[src/hw/rtl/ccp_pkg.sv]
// Shared constants for the color command text parser: name table, lengths, levels.
// Used by color_command_text_parser and its port checker; no dependencies.
package ccp_pkg;

    localparam int NAME_COUNT   = 8;
    localparam int NAME_MAX_LEN = 8;
    localparam int LEN_W        = 4;   // word length counts up to NAME_MAX_LEN + 1
    localparam int BYTE_W       = 8;
    localparam int DELAY_W      = 32;
    localparam int OUT_DATA_W   = 3 * BYTE_W + DELAY_W;

    localparam logic [BYTE_W-1:0] LEVEL_FULL = 8'hFF;

    localparam logic [BYTE_W-1:0] CHAR_NUL   = 8'h00;
    localparam logic [BYTE_W-1:0] CHAR_SPACE = 8'h20;
    localparam logic [BYTE_W-1:0] CHAR_TAB   = 8'h09;
    localparam logic [BYTE_W-1:0] CHAR_CR    = 8'h0D;
    localparam logic [BYTE_W-1:0] CHAR_PLUS  = 8'h2B;
    localparam logic [BYTE_W-1:0] CHAR_MINUS = 8'h2D;
    localparam logic [BYTE_W-1:0] CHAR_ZERO  = 8'h30;
    localparam logic [BYTE_W-1:0] CHAR_NINE  = 8'h39;
    localparam logic [BYTE_W-1:0] CHAR_UC_A  = 8'h41;
    localparam logic [BYTE_W-1:0] CHAR_UC_Z  = 8'h5A;
    localparam logic [BYTE_W-1:0] CASE_DIFF  = 8'h20;

    // lower-case names, zero padded
    localparam logic [BYTE_W-1:0] NAME_CHARS [NAME_COUNT][NAME_MAX_LEN] = '{
        '{"r", "o", "j", "o", 8'h00, 8'h00, 8'h00, 8'h00},
        '{"v", "e", "r", "d", "e", 8'h00, 8'h00, 8'h00},
        '{"a", "z", "u", "l", 8'h00, 8'h00, 8'h00, 8'h00},
        '{"a", "m", "a", "r", "i", "l", "l", "o"},
        '{"c", "i", "a", "n", 8'h00, 8'h00, 8'h00, 8'h00},
        '{"m", "a", "g", "e", "n", "t", "a", 8'h00},
        '{"b", "l", "a", "n", "c", "o", 8'h00, 8'h00},
        '{"n", "e", "g", "r", "o", 8'h00, 8'h00, 8'h00}
    };

    localparam logic [LEN_W-1:0] NAME_LEN [NAME_COUNT] = '{
        4'd4, 4'd5, 4'd4, 4'd8, 4'd4, 4'd7, 4'd6, 4'd5
    };

    // {red, green, blue} full-scale enables
    localparam logic [2:0] NAME_RGB [NAME_COUNT] = '{
        3'b100, 3'b010, 3'b001, 3'b110, 3'b011, 3'b101, 3'b111, 3'b000
    };

endpackage

[src/hw/rtl/color_command_text_parser.sv]
// Color command text parser: one byte per word in, one result word per message.
// Latency: the result word is valid the cycle after the last byte is accepted.
// Throughput: one byte per cycle; input stalls only while a result waits unread.
// Reset (aresetn low, synchronous): parser returns to leading-blank skip,
// no result pending. Parser also returns to that state after every last byte.
// Depends on ccp_pkg.
module color_command_text_parser
    import ccp_pkg::*;
(
    input  logic                  aclk,
    input  logic                  aresetn,
    input  logic                  s_tvalid,
    output logic                  s_tready,
    input  logic [BYTE_W-1:0]     s_tdata,    // [7:0] text_byte
    input  logic                  s_tlast,    // end_of_message
    output logic                  m_tvalid,
    input  logic                  m_tready,
    output logic [OUT_DATA_W-1:0] m_tdata,    // [7:0] red_level, [15:8] green_level,
                                              // [23:16] blue_level, [55:24] delay_seconds
    output logic                  m_tuser     // command_ok
);

    typedef enum logic [2:0] {
        PH_SKIP_LEAD,
        PH_WORD,
        PH_SKIP_MID,
        PH_SIGN,
        PH_DIGITS,
        PH_DONE
    } phase_t;

    phase_t                  phase_reg, phase_next;
    logic [LEN_W-1:0]        len_reg, len_next;
    logic [NAME_COUNT-1:0]   cand_reg, cand_next;
    logic [DELAY_W-1:0]      val_reg, val_next;
    logic                    ovf_reg, ovf_next;
    logic                    neg_reg, neg_next;
    logic                    seen_reg, seen_next;

    logic                    out_valid_reg;
    logic                    out_ok_reg;
    logic [OUT_DATA_W-1:0]   out_data_reg;

    logic                    accept;
    logic [BYTE_W-1:0]       c;
    logic [BYTE_W-1:0]       lc;
    logic                    is_blank;
    logic                    is_digit;
    logic [3:0]              digit;
    logic [DELAY_W+3:0]      prod;
    logic [LEN_W-1:0]        wc_len;
    logic [NAME_COUNT-1:0]   wc_cand;
    logic                    do_word;
    logic                    do_digit;

    logic                    found;
    logic [2:0]              found_rgb;
    logic [DELAY_W-1:0]      delay;
    logic                    res_ok;
    logic [OUT_DATA_W-1:0]   res_data;

    assign s_tready = !out_valid_reg || m_tready;
    assign accept   = s_tvalid && s_tready;
    assign m_tvalid = out_valid_reg;
    assign m_tuser  = out_ok_reg;
    assign m_tdata  = out_data_reg;

    assign c        = s_tdata;
    assign is_blank = (c == CHAR_SPACE) || (c >= CHAR_TAB && c <= CHAR_CR);
    assign is_digit = (c >= CHAR_ZERO) && (c <= CHAR_NINE);
    assign digit    = 4'(c - CHAR_ZERO);
    assign lc       = (c >= CHAR_UC_A && c <= CHAR_UC_Z) ? c + CASE_DIFF : c;

    // value * 10 + digit, kept wide enough to spot overflow
    assign prod = ({4'b0, val_reg} << 3) + ({4'b0, val_reg} << 1) + {{DELAY_W{1'b0}}, digit};

    // one character of the first word against every name
    always_comb begin
        wc_cand = cand_reg;
        if (len_reg >= LEN_W'(NAME_MAX_LEN)) begin
            wc_cand = '0;
            wc_len  = LEN_W'(NAME_MAX_LEN + 1);
        end else begin
            for (int i = 0; i < NAME_COUNT; i++) begin
                if (len_reg >= NAME_LEN[i] ||
                    NAME_CHARS[i][len_reg[$clog2(NAME_MAX_LEN)-1:0]] != lc) begin
                    wc_cand[i] = 1'b0;
                end
            end
            wc_len = len_reg + 1'b1;
        end
    end

    always_comb begin
        phase_next = phase_reg;
        do_word    = 1'b0;
        do_digit   = 1'b0;
        neg_next   = neg_reg;
        if (c == CHAR_NUL) begin
            phase_next = PH_DONE;
        end else begin
            case (phase_reg)
                PH_SKIP_LEAD: begin
                    if (!is_blank) begin
                        phase_next = PH_WORD;
                        do_word    = 1'b1;
                    end
                end
                PH_WORD: begin
                    if (is_blank) begin
                        phase_next = PH_SKIP_MID;
                    end else begin
                        do_word = 1'b1;
                    end
                end
                PH_SKIP_MID: begin
                    if (is_blank) begin
                        phase_next = PH_SKIP_MID;
                    end else if (c == CHAR_PLUS) begin
                        phase_next = PH_SIGN;
                    end else if (c == CHAR_MINUS) begin
                        phase_next = PH_SIGN;
                        neg_next   = 1'b1;
                    end else if (is_digit) begin
                        phase_next = PH_DIGITS;
                        do_digit   = 1'b1;
                    end else begin
                        phase_next = PH_DONE;
                    end
                end
                PH_SIGN, PH_DIGITS: begin
                    if (is_digit) begin
                        phase_next = PH_DIGITS;
                        do_digit   = 1'b1;
                    end else begin
                        phase_next = PH_DONE;
                    end
                end
                default: begin
                    phase_next = PH_DONE;
                end
            endcase
        end

        len_next  = do_word ? wc_len : len_reg;
        cand_next = do_word ? wc_cand : cand_reg;
        seen_next = seen_reg || do_digit;
        ovf_next  = ovf_reg;
        val_next  = val_reg;
        if (do_digit && !ovf_reg) begin
            if (prod[DELAY_W+3:DELAY_W] != 4'd0) begin
                ovf_next = 1'b1;
            end else begin
                val_next = prod[DELAY_W-1:0];
            end
        end
    end

    // result from the state after this byte
    always_comb begin
        found     = 1'b0;
        found_rgb = 3'b000;
        for (int i = NAME_COUNT - 1; i >= 0; i--) begin
            if (cand_next[i] && len_next == NAME_LEN[i]) begin
                found     = 1'b1;
                found_rgb = NAME_RGB[i];
            end
        end
        if (ovf_next) begin
            delay = '1;
        end else if (neg_next) begin
            delay = '0 - val_next;
        end else begin
            delay = val_next;
        end
        res_ok = found && seen_next;
        if (res_ok) begin
            res_data = {delay,
                        found_rgb[0] ? LEVEL_FULL : '0,
                        found_rgb[1] ? LEVEL_FULL : '0,
                        found_rgb[2] ? LEVEL_FULL : '0};
        end else begin
            res_data = '0;
        end
    end

    always_ff @(posedge aclk) begin
        if (!aresetn) begin
            phase_reg     <= PH_SKIP_LEAD;
            len_reg       <= '0;
            cand_reg      <= '1;
            val_reg       <= '0;
            ovf_reg       <= 1'b0;
            neg_reg       <= 1'b0;
            seen_reg      <= 1'b0;
            out_valid_reg <= 1'b0;
            out_ok_reg    <= 1'b0;
        end else begin
            if (accept && s_tlast) begin
                out_valid_reg <= 1'b1;
            end else if (m_tready) begin
                out_valid_reg <= 1'b0;
            end
            if (accept) begin
                if (s_tlast) begin
                    phase_reg     <= PH_SKIP_LEAD;
                    len_reg       <= '0;
                    cand_reg      <= '1;
                    val_reg       <= '0;
                    ovf_reg       <= 1'b0;
                    neg_reg       <= 1'b0;
                    seen_reg      <= 1'b0;
                    out_ok_reg    <= res_ok;
                    out_data_reg  <= res_data;
                end else begin
                    phase_reg <= phase_next;
                    len_reg   <= len_next;
                    cand_reg  <= cand_next;
                    val_reg   <= val_next;
                    ovf_reg   <= ovf_next;
                    neg_reg   <= neg_next;
                    seen_reg  <= seen_next;
                end
            end
        end
    end

endmodule

[config.mk]
export PLATFORM = sky130hd
export DESIGN_NAME = color_command_text_parser
export DESIGN_NICKNAME = d
export VERILOG_FILES = /design/src/hw/rtl/ccp_pkg.sv /design/src/hw/rtl/color_command_text_parser.sv
export SDC_FILE = /design/constraint.sdc
export NUM_CORES = 1
export LEC_CHECK = 0
export BUFFER_PORTS_ARGS = -buffer_cell sky130_fd_sc_hd__buf_2
export CAP_MARGIN = 20
export CORE_MARGIN = 3
export CORE_UTILIZATION = 50
export DETAILED_ROUTE_END_ITERATION = 8
export GPL_TIMING_DRIVEN = 0
export HOLD_SLACK_MARGIN = 0.06
export PLACE_DENSITY = 0.73
export SKIP_LAST_GASP = 1
export SYNTH_ARGS = -nofsm -noshare
export SYNTH_HDL_FRONTEND = slang
export SYNTH_SLANG_ARGS = --single-unit
[constraint.sdc]
create_clock -name aclk -period 7.8 [get_ports aclk]
set_input_delay 1.56 -clock aclk [delete_from_list [all_inputs] [get_ports aclk]]
set_output_delay 1.56 -clock aclk [all_outputs]
set_load 0.01 [all_outputs]
After elaboration in Yosys (flattened, before gate mapping)
Memory sizes are Yosys's and may differ from the RTL's.
Cells that the tools add are included.
{"block": "op_classes", "add_sub_neg": 6, "n_lt_le_gt_ge": 12, "n_eq_ne": 22, "muxes": 84, "bitwise": 1, "reduce_logical": 37}
{"operator": "two-way mux 8 bit", "n": 23}
{"operator": "two-way mux 32 bit", "n": 5}
{"operator": "!= test 8 bit", "n": 8}
{"operator": "two-way mux 3 bit", "n": 14}
{"operator": "two-way mux 1 bit", "n": 37}
{"operator": "adder 35 x 33 -> 36 bit", "n": 1}
{"operator": "adder 36 x 4 -> 36 bit", "n": 1}
{"operator": "subtractor 1 x 32 -> 32 bit (first input constant)", "n": 1}
{"operator": "== test 8 x 6 -> 1 bit (second input constant)", "n": 3}
{"operator": "== test 4 x 3 -> 1 bit (second input constant)", "n": 4}
{"operator": "greater-or-equal comparator 4 x 3 -> 1 bit (second input constant)", "n": 4}
{"operator": "logical AND 1 bit", "n": 15}
{"operator": "two-way mux 4 bit", "n": 3}
{"operator": "case mux 3 bit (4 select lines)", "n": 1}
{"operator": "logical OR 1 bit", "n": 11}
{"operator": "adder 8 x 6 -> 8 bit (second input constant)", "n": 1}
{"operator": "greater-or-equal comparator 4 bit (second input constant)", "n": 2}
{"operator": "greater-or-equal comparator 8 x 4 -> 1 bit (second input constant)", "n": 1}
{"operator": "greater-or-equal comparator 8 x 6 -> 1 bit (second input constant)", "n": 1}
{"operator": "greater-or-equal comparator 8 x 7 -> 1 bit (second input constant)", "n": 1}
{"operator": "less-or-equal comparator 8 x 4 -> 1 bit (second input constant)", "n": 1}
{"operator": "less-or-equal comparator 8 x 6 -> 1 bit (second input constant)", "n": 1}
{"operator": "less-or-equal comparator 8 x 7 -> 1 bit (second input constant)", "n": 1}
{"operator": "zero test 8 bit", "n": 1}
{"operator": "other kinds (16)", "n": 21}
{"block": "word_totals", "register_bits": 108, "romBits": 512, "input_bits": 13, "output_inout_bits": 59, "memories": 8}
{"memory": "(name not given)", "words": 8, "word_bits": 8, "rd": 1, "rd_clocked_by_memory_dff": 0, "wr": 0, "line_no": "color_command_text_parser.sv:86", "rtl": "NAME_CHARS[i][len_reg[$clog2(NAME_MAX_LEN)-1:0]] != lc) begin"}
{"memory": "(name not given)", "words": 8, "word_bits": 8, "rd": 1, "rd_clocked_by_memory_dff": 0, "wr": 0, "line_no": "color_command_text_parser.sv:86"}
{"memory": "(name not given)", "words": 8, "word_bits": 8, "rd": 1, "rd_clocked_by_memory_dff": 0, "wr": 0, "line_no": "color_command_text_parser.sv:86"}
{"memory": "(name not given)", "words": 8, "word_bits": 8, "rd": 1, "rd_clocked_by_memory_dff": 0, "wr": 0, "line_no": "color_command_text_parser.sv:86"}
{"memory": "(name not given)", "words": 8, "word_bits": 8, "rd": 1, "rd_clocked_by_memory_dff": 0, "wr": 0, "line_no": "color_command_text_parser.sv:86"}
{"memory": "(name not given)", "words": 8, "word_bits": 8, "rd": 1, "rd_clocked_by_memory_dff": 0, "wr": 0, "line_no": "color_command_text_parser.sv:86"}
{"memory": "2 more memories"}

Longest topological paths before layout
Gate-level depths: netlist (run 1).
{"block": "depth", "ltp_word": 19, "ltp_mapped": 23}

Least setup slack after synthesis (run 1)
No wires, ideal clock.
{"block": "synth_timing", "kind": "in2reg", "start": "in s_tdata[3]", "end": "reg out_data_reg[52], in the netlist m_tdata[52], data pin", "setup_time_ps": 176, "arrival_ps": 7238, "required_time_ps": 7624, "path_slack_ps": 386, "stages": 22, "path_buffers": 2, "cell_sequence": "fa_1 fa_1 a211oi_2 o211ai_2 a31o_1 o21ai_1 nor4b_4 o211ai_4 nor2_4 buf_4 buf_6 mux2i_1 ha_1 nand2_1 or3_1 or3b_1 or3_1 or4_1 a21oi_1 o22ai_2 o211a_1 nor4_1"}
{"block": "synth_via", "elab_chain_len": 18, "word_cells_on_any_way": 91, "cone_classes": "add/sub: 4; order compare: 6; eq/ne: 16; mux: 40; reduce/logical: 25"}
{"element": "from (decl)", "line_no": "color_command_text_parser.sv:14", "rtl": "input logic [BYTE_W-1:0] s_tdata,"}
{"element": "branches (longest 18 deep; another with adder 36 x 4 -> 36 bit)"}
{"element": "to (signal assigned)", "line_no": "color_command_text_parser.sv:214", "rtl": "out_data_reg <= res_data;"}
{"element": "to (decl)", "line_no": "color_command_text_parser.sv:42", "rtl": "logic [OUT_DATA_W-1:0] out_data_reg;"}
Several ways; the timed one is not identified.
A chain may end at the register's enable or synchronous reset.

Final worst setup path (run 1)
{"block": "layout_timing", "start": "in s_tdata[3]", "end": "reg out_data_reg[48], in the netlist m_tdata[48], data pin"}
The elaborated chain is that of the path after synthesis.

==> results by group, run 1 <==
Floorplan
  – Initial cell density of the core: roughly half
  – # IOs: between 70 and 80
  – Die Footprint: about 0.021 mm^2
  – Core Area: roughly 0.018 mm^2
  – Chip width: 144 um
  – Die Ht: between 100 and 150 um
  – Core Rows: a little under 50

Global routing
  – First-pass GRT wire length: 48300 um
  – Remaining Overflow, GRT: 0
  – Vias in the first global route: 8763
  – Largest net degree at the start of global routing: 25
  – Initial antenna violation count: 0
  – Total global-route track usage: between 20% and 30%

Critical path
  – Largest stage delay, worst path: 0.53 ns
  – Reg2Reg Depth: 22
  – Critical path arrival: around 7.8 ns
  – R2r setup slk: 1.03 ns
  – Reg-to-reg endpoint: m_tdata[48]$_SDFFCE_PP0P_
  – Crit-path slowest cell: fa_1
  – CP Launch Type: input port
  – Worst Setup Path Type: input port to flip-flop
  – CP bufs+invs: 3
  – CP delay by family, top: compound AO/OA/AOI/OAI gates
  – Worst Path Max Fanout: 10
  – Critical path, cell by cell: buf_2 > fa_1 > ha_1 > a211oi_4 > o21ai_2 > a211o_1 > o211a_1 > o211ai_4 > o211ai_4 > nor2_4 > buf_6 > buf_6 > mux2i_4 > ha_4 > nand2_1 > or3_1 > or3b_1 > or3_1 > or4_1 > a21oi_2 > o22ai_2 > o211a_1 > nor4_2
  – CP Capture Type: flip-flop
  – Reg2reg start: val_reg[0]$_SDFFE_PN0P_
  – CP required: ~8.0 ns

Yosys
  – Unique masters post-synth: between 100 and 150
  – Avg Synthesized Cell Area: approximately 8 um^2
  – Synth top area share: a little over a tenth
  – Post-Synthesis Cells: 1184
  – Top post-synthesis cells by area: edfxtp_1, dfxtp_1, ha_1
  – Mapped cell area: roughly 0.0096 mm^2
  – Share of the yosys chip area belonging to registers: between 20% and 30%
  – Number of synthesized register bits: 87
  – Yosys warnings: 0
  – Mapped Nets: ~1300
  – Post-synth EDFFs: 35
  – Most common library cells after synthesis: nand2_1, a21oi_1, nor2_1
  – Top-count cell post-synth: nand2_1
  – Asr flop ratio synth: 0%
  – Area leader, netlist: edfxtp_1
  – Top_reg_cell synth: dfxtp_1

STA
  – Sum Neg Setup Slack: 0 ns
  – Clock Skew: 0.0104 ns
  – Setup violations, final: 0
  – Final Hold Violating Endpoints: 0
  – Period utilization: between 90% and 100%
  – RSZ-0062 raised after global routing: false
  – Slew Limit Headroom: just under 30%
  – Worst slew pin tran: ~1.1 ns
  – Fin worst setup slack: between 0.15 and 0.2 ns
  – Fmax: between 100 and 150 MHz
  – Final Max Tran Viols: 0
  – Fin crit period: between 7 and 8 ns

Power
  – Leak: ~4.5 nW
  – Flop pwr share: 47.4%
  – Clock share of power: between 40% and 50%
  – Sw frac: between 20% and 30%
  – Power per cell area: between 90 and 100 mW/mm^2
  – Comb pwr share: between 10% and 20%
  – NetSw: between 0.0002 and 0.0003 W
  – Max VDD drop: ~0.092 mV
  – Cell internal pwr: between 0.0007 and 0.0008 W

Clock network
  – TritonCTS clock tree: built
  – H-tree depth: 3
  – CTS Buf Count: 9
  – Clk slew on worst S/H paths: 0.07 ns
  – CTS Sinks: 87
  – Clock buffer depth: 2
  – Root Buffer Master: clkbuf_16
  – Clk Latency, worst-skew pair: between 0.3 and 0.4 ns
  – Post-CTS Hold Fix Bufs: 0

Layout
  – Layout cell share with drive strength beyond 1: ~18%
  – Fin cells: ~1500
  – Ant diodes: 0
  – Largest register FFs: 35
  – NumNets Final: ~1400
  – Area growth syn-to-layout: 11.6%
  – Layout fillers: ~1700

Route
  – Mean routed wirelength per cell: between 20 and 25 um
  – Antenna Nets Post-Route: 0
  – Final WL: approximately 30000 um
  – Vias: 9986
  – DR iter-0 viols: 1169
  – Pre-Repair DR Iteration Count: 6
  – Vias/cell: approximately 6.6
  – DRC Markers: 0

Worst hold path
  – Min-Delay Path Depth: 2
  – HP Class: flip-flop to flip-flop
  – Hold Path Sink: cand_reg[3]$_SDFFE_PN1P_
  – Hold_sp: cand_reg[3]$_SDFFE_PN1P_

Placed design
  – Gpl congestion: approximately 1
  – Dpl cells: 1484
  – Pre-CTS WS: -1.04 ns
  – PortBufs: around 70
  – Hpwl dp: about 24000 um

Flow run
  – Total of max-cap violations: 0

Outcome
  – Outcome: complete, no violations
## layer usage
layer,up-vias,global-route usage (%),wire length (um)
li1,4676,-,-
met1,4702,45.4,14600
met2,564,42.1,12700
met3,44,4.46,3170
met4,0,5.55,476
met5,-,0,0
## power by group through the flow
stage / registers [W] / logic (W) / clock network, W
5_1_grt: 0.000486 / 0.000135 / 0.000433
2_1_floorplan: 0.000497 / 0.0000797 / 0
6_report: 0.000486 / 0.000125 / 0.000413
3_5_place_dp: 0.000496 / 0.000121 / 0
3_3_place_gp: 0.000496 / 0.000118 / 0
4_1_cts: 0.000486 / 0.000122 / 0.000411
## area by class of cell
type	instances	area (um^2)	share of cell area, %
Sequential cell	87	2090	19.6
Clock inverter	6	46.3	0.434
Clock buffer	10	229	2.15
Buffer	86	515	4.83
Inverter	23	86.3	0.809
Tap cell	229	287	2.69
Multi-Input combinational cell	988	6960	65.2
Timing Repair Buffer	81	455	4.27
## worst register-to-register path, stage by stage (launching register included)
cell and delay, ns:
dfxtp_1 0.50, fa_1 0.52, ha_1 0.35, a211oi_4 0.35, o21ai_2 0.14, a211o_1 0.32
o211a_1 0.30, o211ai_4 0.28, o211ai_4 0.15, nor2_4 0.14, buf_6 0.18, buf_6 0.21
mux2i_4 0.33, ha_4 0.22, nand2_1 0.06, or3_1 0.34, or3b_1 0.44, or3_1 0.41
or4_1 0.45, a21oi_2 0.18, o22ai_2 0.16, o211a_1 0.26, nor4_2 0.29
## worst max-delay path by stage
stage,slack [ns],from,to,cells after the start
6_report,0.18,s_tdata[3],m_tdata[48]$_SDFFCE_PP0P_,23
3_5_place_dp,-1.04,s_tdata[3],m_tdata[48]$_SDFFCE_PP0P_,23
3_3_place_gp,-0.98,s_tdata[3],m_tdata[52]$_SDFFCE_PP0P_,23
4_1_cts,0.07,s_tdata[3],m_tdata[48]$_SDFFCE_PP0P_,23
5_1_grt,0.003,s_tdata[3],m_tdata[48]$_SDFFCE_PP0P_,23
2_1_floorplan,0.39,s_tdata[3],m_tdata[52]$_SDFFCE_PP0P_,22
## cell families (layout without fill, tap and decap cells)
family	after synthesis	count (layout)	synth area share [%]
AOI/OAI and AO/OA	377	377	28.2
xor gates and xnor gates	62	62	5.68
adders and majority gates	76	76	10.1
buffers and inverters	109	206	6.26
DFF	87	87	21.9
muxes	24	24	2.66
and+or+nand+nor	449	449	25.3
## cell usage in the layout (no fill, tap or decap), types with 11 or more instances in the layout
master,count
a211oi_1,18
a21o_1,15
a21oi_1,82
a22oi_1,32
and2_1,17
and3_1,14
buf_2,86
buf_4,39
clkbuf_1,27
dfxtp_1,52
edfxtp_1,35
ha_1,73
inv_1,22
mux2_2,11
mux2i_1,12
nand2_1,90
nand2b_1,12
nand3_1,25
nand4_1,19
nor2_1,82
nor2b_1,40
nor3_1,48
nor4_1,30
o211a_1,11
o211ai_1,12
o21a_1,13
o21ai_0,72
or2_2,13
or3_1,15
xnor2_1,33
xor2_1,29
## through the flow
| stage | hold slack (ns) | total power, W | util, % | cell area (um^2) |
|---|---|---|---|---|
| after CTS | 0.453 | 0.00102 | 57.7 | 10600 |
| after detailed placement | 0.443 | 0.000617 | 55.6 | 10200 |
| after global routing | 0.483 | 0.00105 | 58.0 | 10700 |
| after global placement | 0.435 | 0.000614 | 55.4 | 10200 |
| after floorplan | 0.421 | 0.000577 | - | 9560 |
| final | 0.455 | 0.00102 | 58.0 | 10700 |
## timing repair
action | 4_1_cts | 5_1_grt
pin swaps | 5 | 4
setup buffers | 7 | 3
endpoints found under the hold margin | 0 | 0
endpoints found under the setup margin | 6 | 4
gates resized for setup | 11 | 7
Power figures use the tool's default switching activity.
==> inputs of run 2 (changes only) <==
ABC_AREA = 1   (was not set)
==> run 2 against run 1 <==
- clock power rose by 13%
- sequential share of layout area grew 1.8 points
- clock skew is 0.0017 ns lower
- largest cell class unchanged
==> results by group, run 2 <==
Critical path
  – Largest stage delay, worst path: 0.53 ns (about the same)
  – CP bufs+invs: 2 (-1)
  – CP Launch Type: input port
  – CP Capture Type: flip-flop
  – CP required: 7.91 ns (-0.04 ns)
  – Critical path arrival: 5.61 ns (-2.16 ns)
  – Worst Path Max Fanout: 10 (unchanged)
  – CP most frequent cell: nand2_1
  – Worst Setup Path Type: input port to flip-flop
  – CP delay by family, top: simple AND/OR/NAND/NOR gates
  – Crit-path slowest cell: fa_1

Placed design
  – PortBufs: 69 (unchanged)
  – Pre-CTS WS: 1.96 ns (+3.00 ns)
  – Hpwl dp: 19900 um (-17%)
  – Gpl congestion: 0.956 (-4.1%)

Floorplan
  – Die Footprint: 0.0193 mm^2 (-7.4%)
  – Chip width: 139 um (-3.8%)
  – Initial cell density of the core: 52.1% (+0.10 points)
  – Die Ht: 139 um (-3.8%)
  – # IOs: 72 (unchanged)
  – Core Area: 0.0169 mm^2 (-7.9%)
  – Core Rows: 47 (-4.1%)

Power
  – Leak: 5.43 nW (+21%)
  – Max VDD drop: 0.121 mV (+32%)
  – Power per cell area: 108 mW/mm^2 (+12%)

STA
  – Period utilization: 70.6% (-27 points)
  – Setup violations, final: 0 (unchanged)
  – Fin crit period: 5.50 ns (-2.11 ns)
  – Worst slew pin tran: 0.939 ns (-0.118 ns)
  – Clock Skew: 0.00866 ns (-0.00172 ns)
  – Fin worst setup slack: 2.30 ns (+2.11 ns)
  – Slew Limit Headroom: 37.3% (+8.2 points)
  – RSZ-0062 raised after global routing: false
  – Fmax: 182 MHz (+38%)
  – Final Max Tran Viols: 0 (unchanged)
  – Sum Neg Setup Slack: 0 ns (unchanged)
  – Final Hold Violating Endpoints: 0 (unchanged)

Yosys
  – Top-count cell post-synth: nand2_1
  – Mapped Nets: 1508 (+18%)
  – Area leader, netlist: nand2_1
  – Most common library cells after synthesis: nand2_1, inv_1, nor2_1
  – Unique masters post-synth: 54 (-48%)
  – Post-Synthesis Cells: 1419 (+20%)
  – Share of the yosys chip area belonging to registers: 23.7% (+1.8 points)
  – Synth top area share: 19.4% (+8.4 points)
  – Top post-synthesis cells by area: nand2_1, edfxtp_1, dfxtp_1
  – Top_reg_cell synth: dfxtp_1
  – Avg Synthesized Cell Area: 6.21 um^2 (-23%)
  – Number of synthesized register bits: 87 (unchanged)
  – Mapped cell area: 0.00882 mm^2 (-7.7%)
  – Asr flop ratio synth: 0% (unchanged)
  – Yosys warnings: 0 (unchanged)
  – Post-synth EDFFs: 35 (unchanged)

Route
  – Pre-Repair DR Iteration Count: 5 (-1)
  – Mean routed wirelength per cell: 14.2 um (-30%)
  – Final WL: 24600 um (-21%)
  – DR iter-0 viols: 845 (-28%)
  – DRC Markers: 0 (unchanged)
  – Antenna Nets Post-Route: 0 (unchanged)
  – Vias: 9035 (-9.5%)
  – Vias/cell: 5.24 (-21%)

Clock network
  – Root Buffer Master: clkbuf_16
  – Clock buffer depth: 2 (unchanged)
  – Post-CTS Hold Fix Bufs: 0 (unchanged)
  – Clk slew on worst S/H paths: 0.06 ns (about the same)
  – Setup repair bufs after CTS: 0 (-7)
  – CTS Sinks: 87 (unchanged)
  – Post-cts gate resize count: 0 (-11)
  – CTS Buf Count: 9 (unchanged)
  – TritonCTS clock tree: built
  – H-tree depth: 3 (unchanged)
  – Clk Latency, worst-skew pair: 0.36 ns (about the same)

Layout
  – Area of the multi-input gates: 0.00559 mm^2 (-20%)
  – NumNets Final: 1588 (+16%)
  – Most common cell after layout, fill and taps aside: nand2_1
  – Most frequent cells in the layout: nand2_1, inv_1, nor2_1
  – Ant diodes: 0 (unchanged)
  – Layout fillers: 1692 (-0.76%)
  – Layout cell share with drive strength beyond 1: 11.8% (-5.8 points)
  – Register area: 0.00209 mm^2 (unchanged)
  – Largest register FFs: 35 (unchanged)
  – Area growth syn-to-layout: 10.7%

Global routing
  – First-pass GRT wire length: 39800 um (-18%)
  – Vias in the first global route: 7827 (-11%)
  – Largest net degree at the start of global routing: 37 (+48%)
  – Initial antenna violation count: 0 (unchanged)
  – Remaining Overflow, GRT: 0 (unchanged)
  – Total global-route track usage: 24.8% (-4.2 points)

Outcome
  – Outcome: complete, no violations

Worst hold path
  – HP Class: flip-flop to flip-flop

Flow run
  – Total of max-cap violations: 0 (unchanged)
[run 2: cell count changes in the layout (fill, tap and decap cells not counted), moves of 31 or more]
cell	previous run	this run
o21ai_0	72	33
nor3_1	48	7
nand2_1	90	455
nor2_1	82	138
inv_1	22	195
nand3_1	25	92
a22oi_1	32	1
nor2b_1	40	0
[run 2: logic make-up after synthesis]
kind of cell | Yosys count | synth area share, %
flip-flops | 87 | 23.7
AND/OR/NAND/NOR | 751 | 35.4
AO/OA/AOI/OAI | 195 | 12.6
buffers and inverters | 268 | 13.0
adder cells (fa/ha/maj) | 76 | 11.0
XOR/XNOR | 42 | 4.26
[run 2: through the flow]
step | cells | area (um^2) | hold WS [ns] | power [W] | util, %
CTS | 1724 | 9760 | 0.461 | 0.00105 | 57.6
detailed placement | 1708 | 9450 | 0.447 | 0.000593 | 55.8
finish | 1724 | 9760 | 0.461 | 0.00105 | 57.6
global placement | 1708 | 9440 | 0.438 | 0.000592 | 55.7
global route | 1724 | 9760 | 0.485 | 0.00108 | 57.6
floorplan | 1419 | 8820 | 0.429 | 0.000562 | -
[run 2: power breakdown]
part           switching, W  internal, W  total, W  leakage, nW
clock              0.000185     0.000280  0.000465        0.151
sequential       0.00000472     0.000479  0.000484        0.771
combinational     0.0000701    0.0000315  0.000102         4.50
[run 2: final timing paths]
kind                            cells after the start                   endpoint                     start  slack (ns)
worst max-delay path                               27  m_tdata[40]$_SDFFCE_PP0P_                s_tdata[3]        2.30
worst min-delay path                                1   cand_reg[5]$_SDFFE_PN1P_  cand_reg[5]$_SDFFE_PN1P_        0.46
worst max register to register                     26  m_tdata[40]$_SDFFCE_PP0P_   val_reg[2]$_SDFFE_PN0P_        3.31
worst min register to register                      1   cand_reg[5]$_SDFFE_PN1P_  cand_reg[5]$_SDFFE_PN1P_        0.46
[run 2: per-layer routing]
| layer | track usage [%] | vias up | wire length, um |
|---|---|---|---|
| met4 | 7.26 | 0 | 423 |
| met5 | 0 | - | 0 |
| li1 | - | 4667 | - |
| met3 | 3.10 | 30 | 1640 |
| met2 | 36.4 | 342 | 10100 |
| met1 | 38.0 | 3996 | 12400 |
[run 2: cell type report]
type	instances	share of cell area, %
flip-flops and latches	87	21.4
clock inverters	6	0.872
well taps	220	2.82
repair buffers	69	3.54
clock buffers	10	2.35
plain buffers	58	3.68
multi-input cells	1064	57.2
inverters	210	8.09
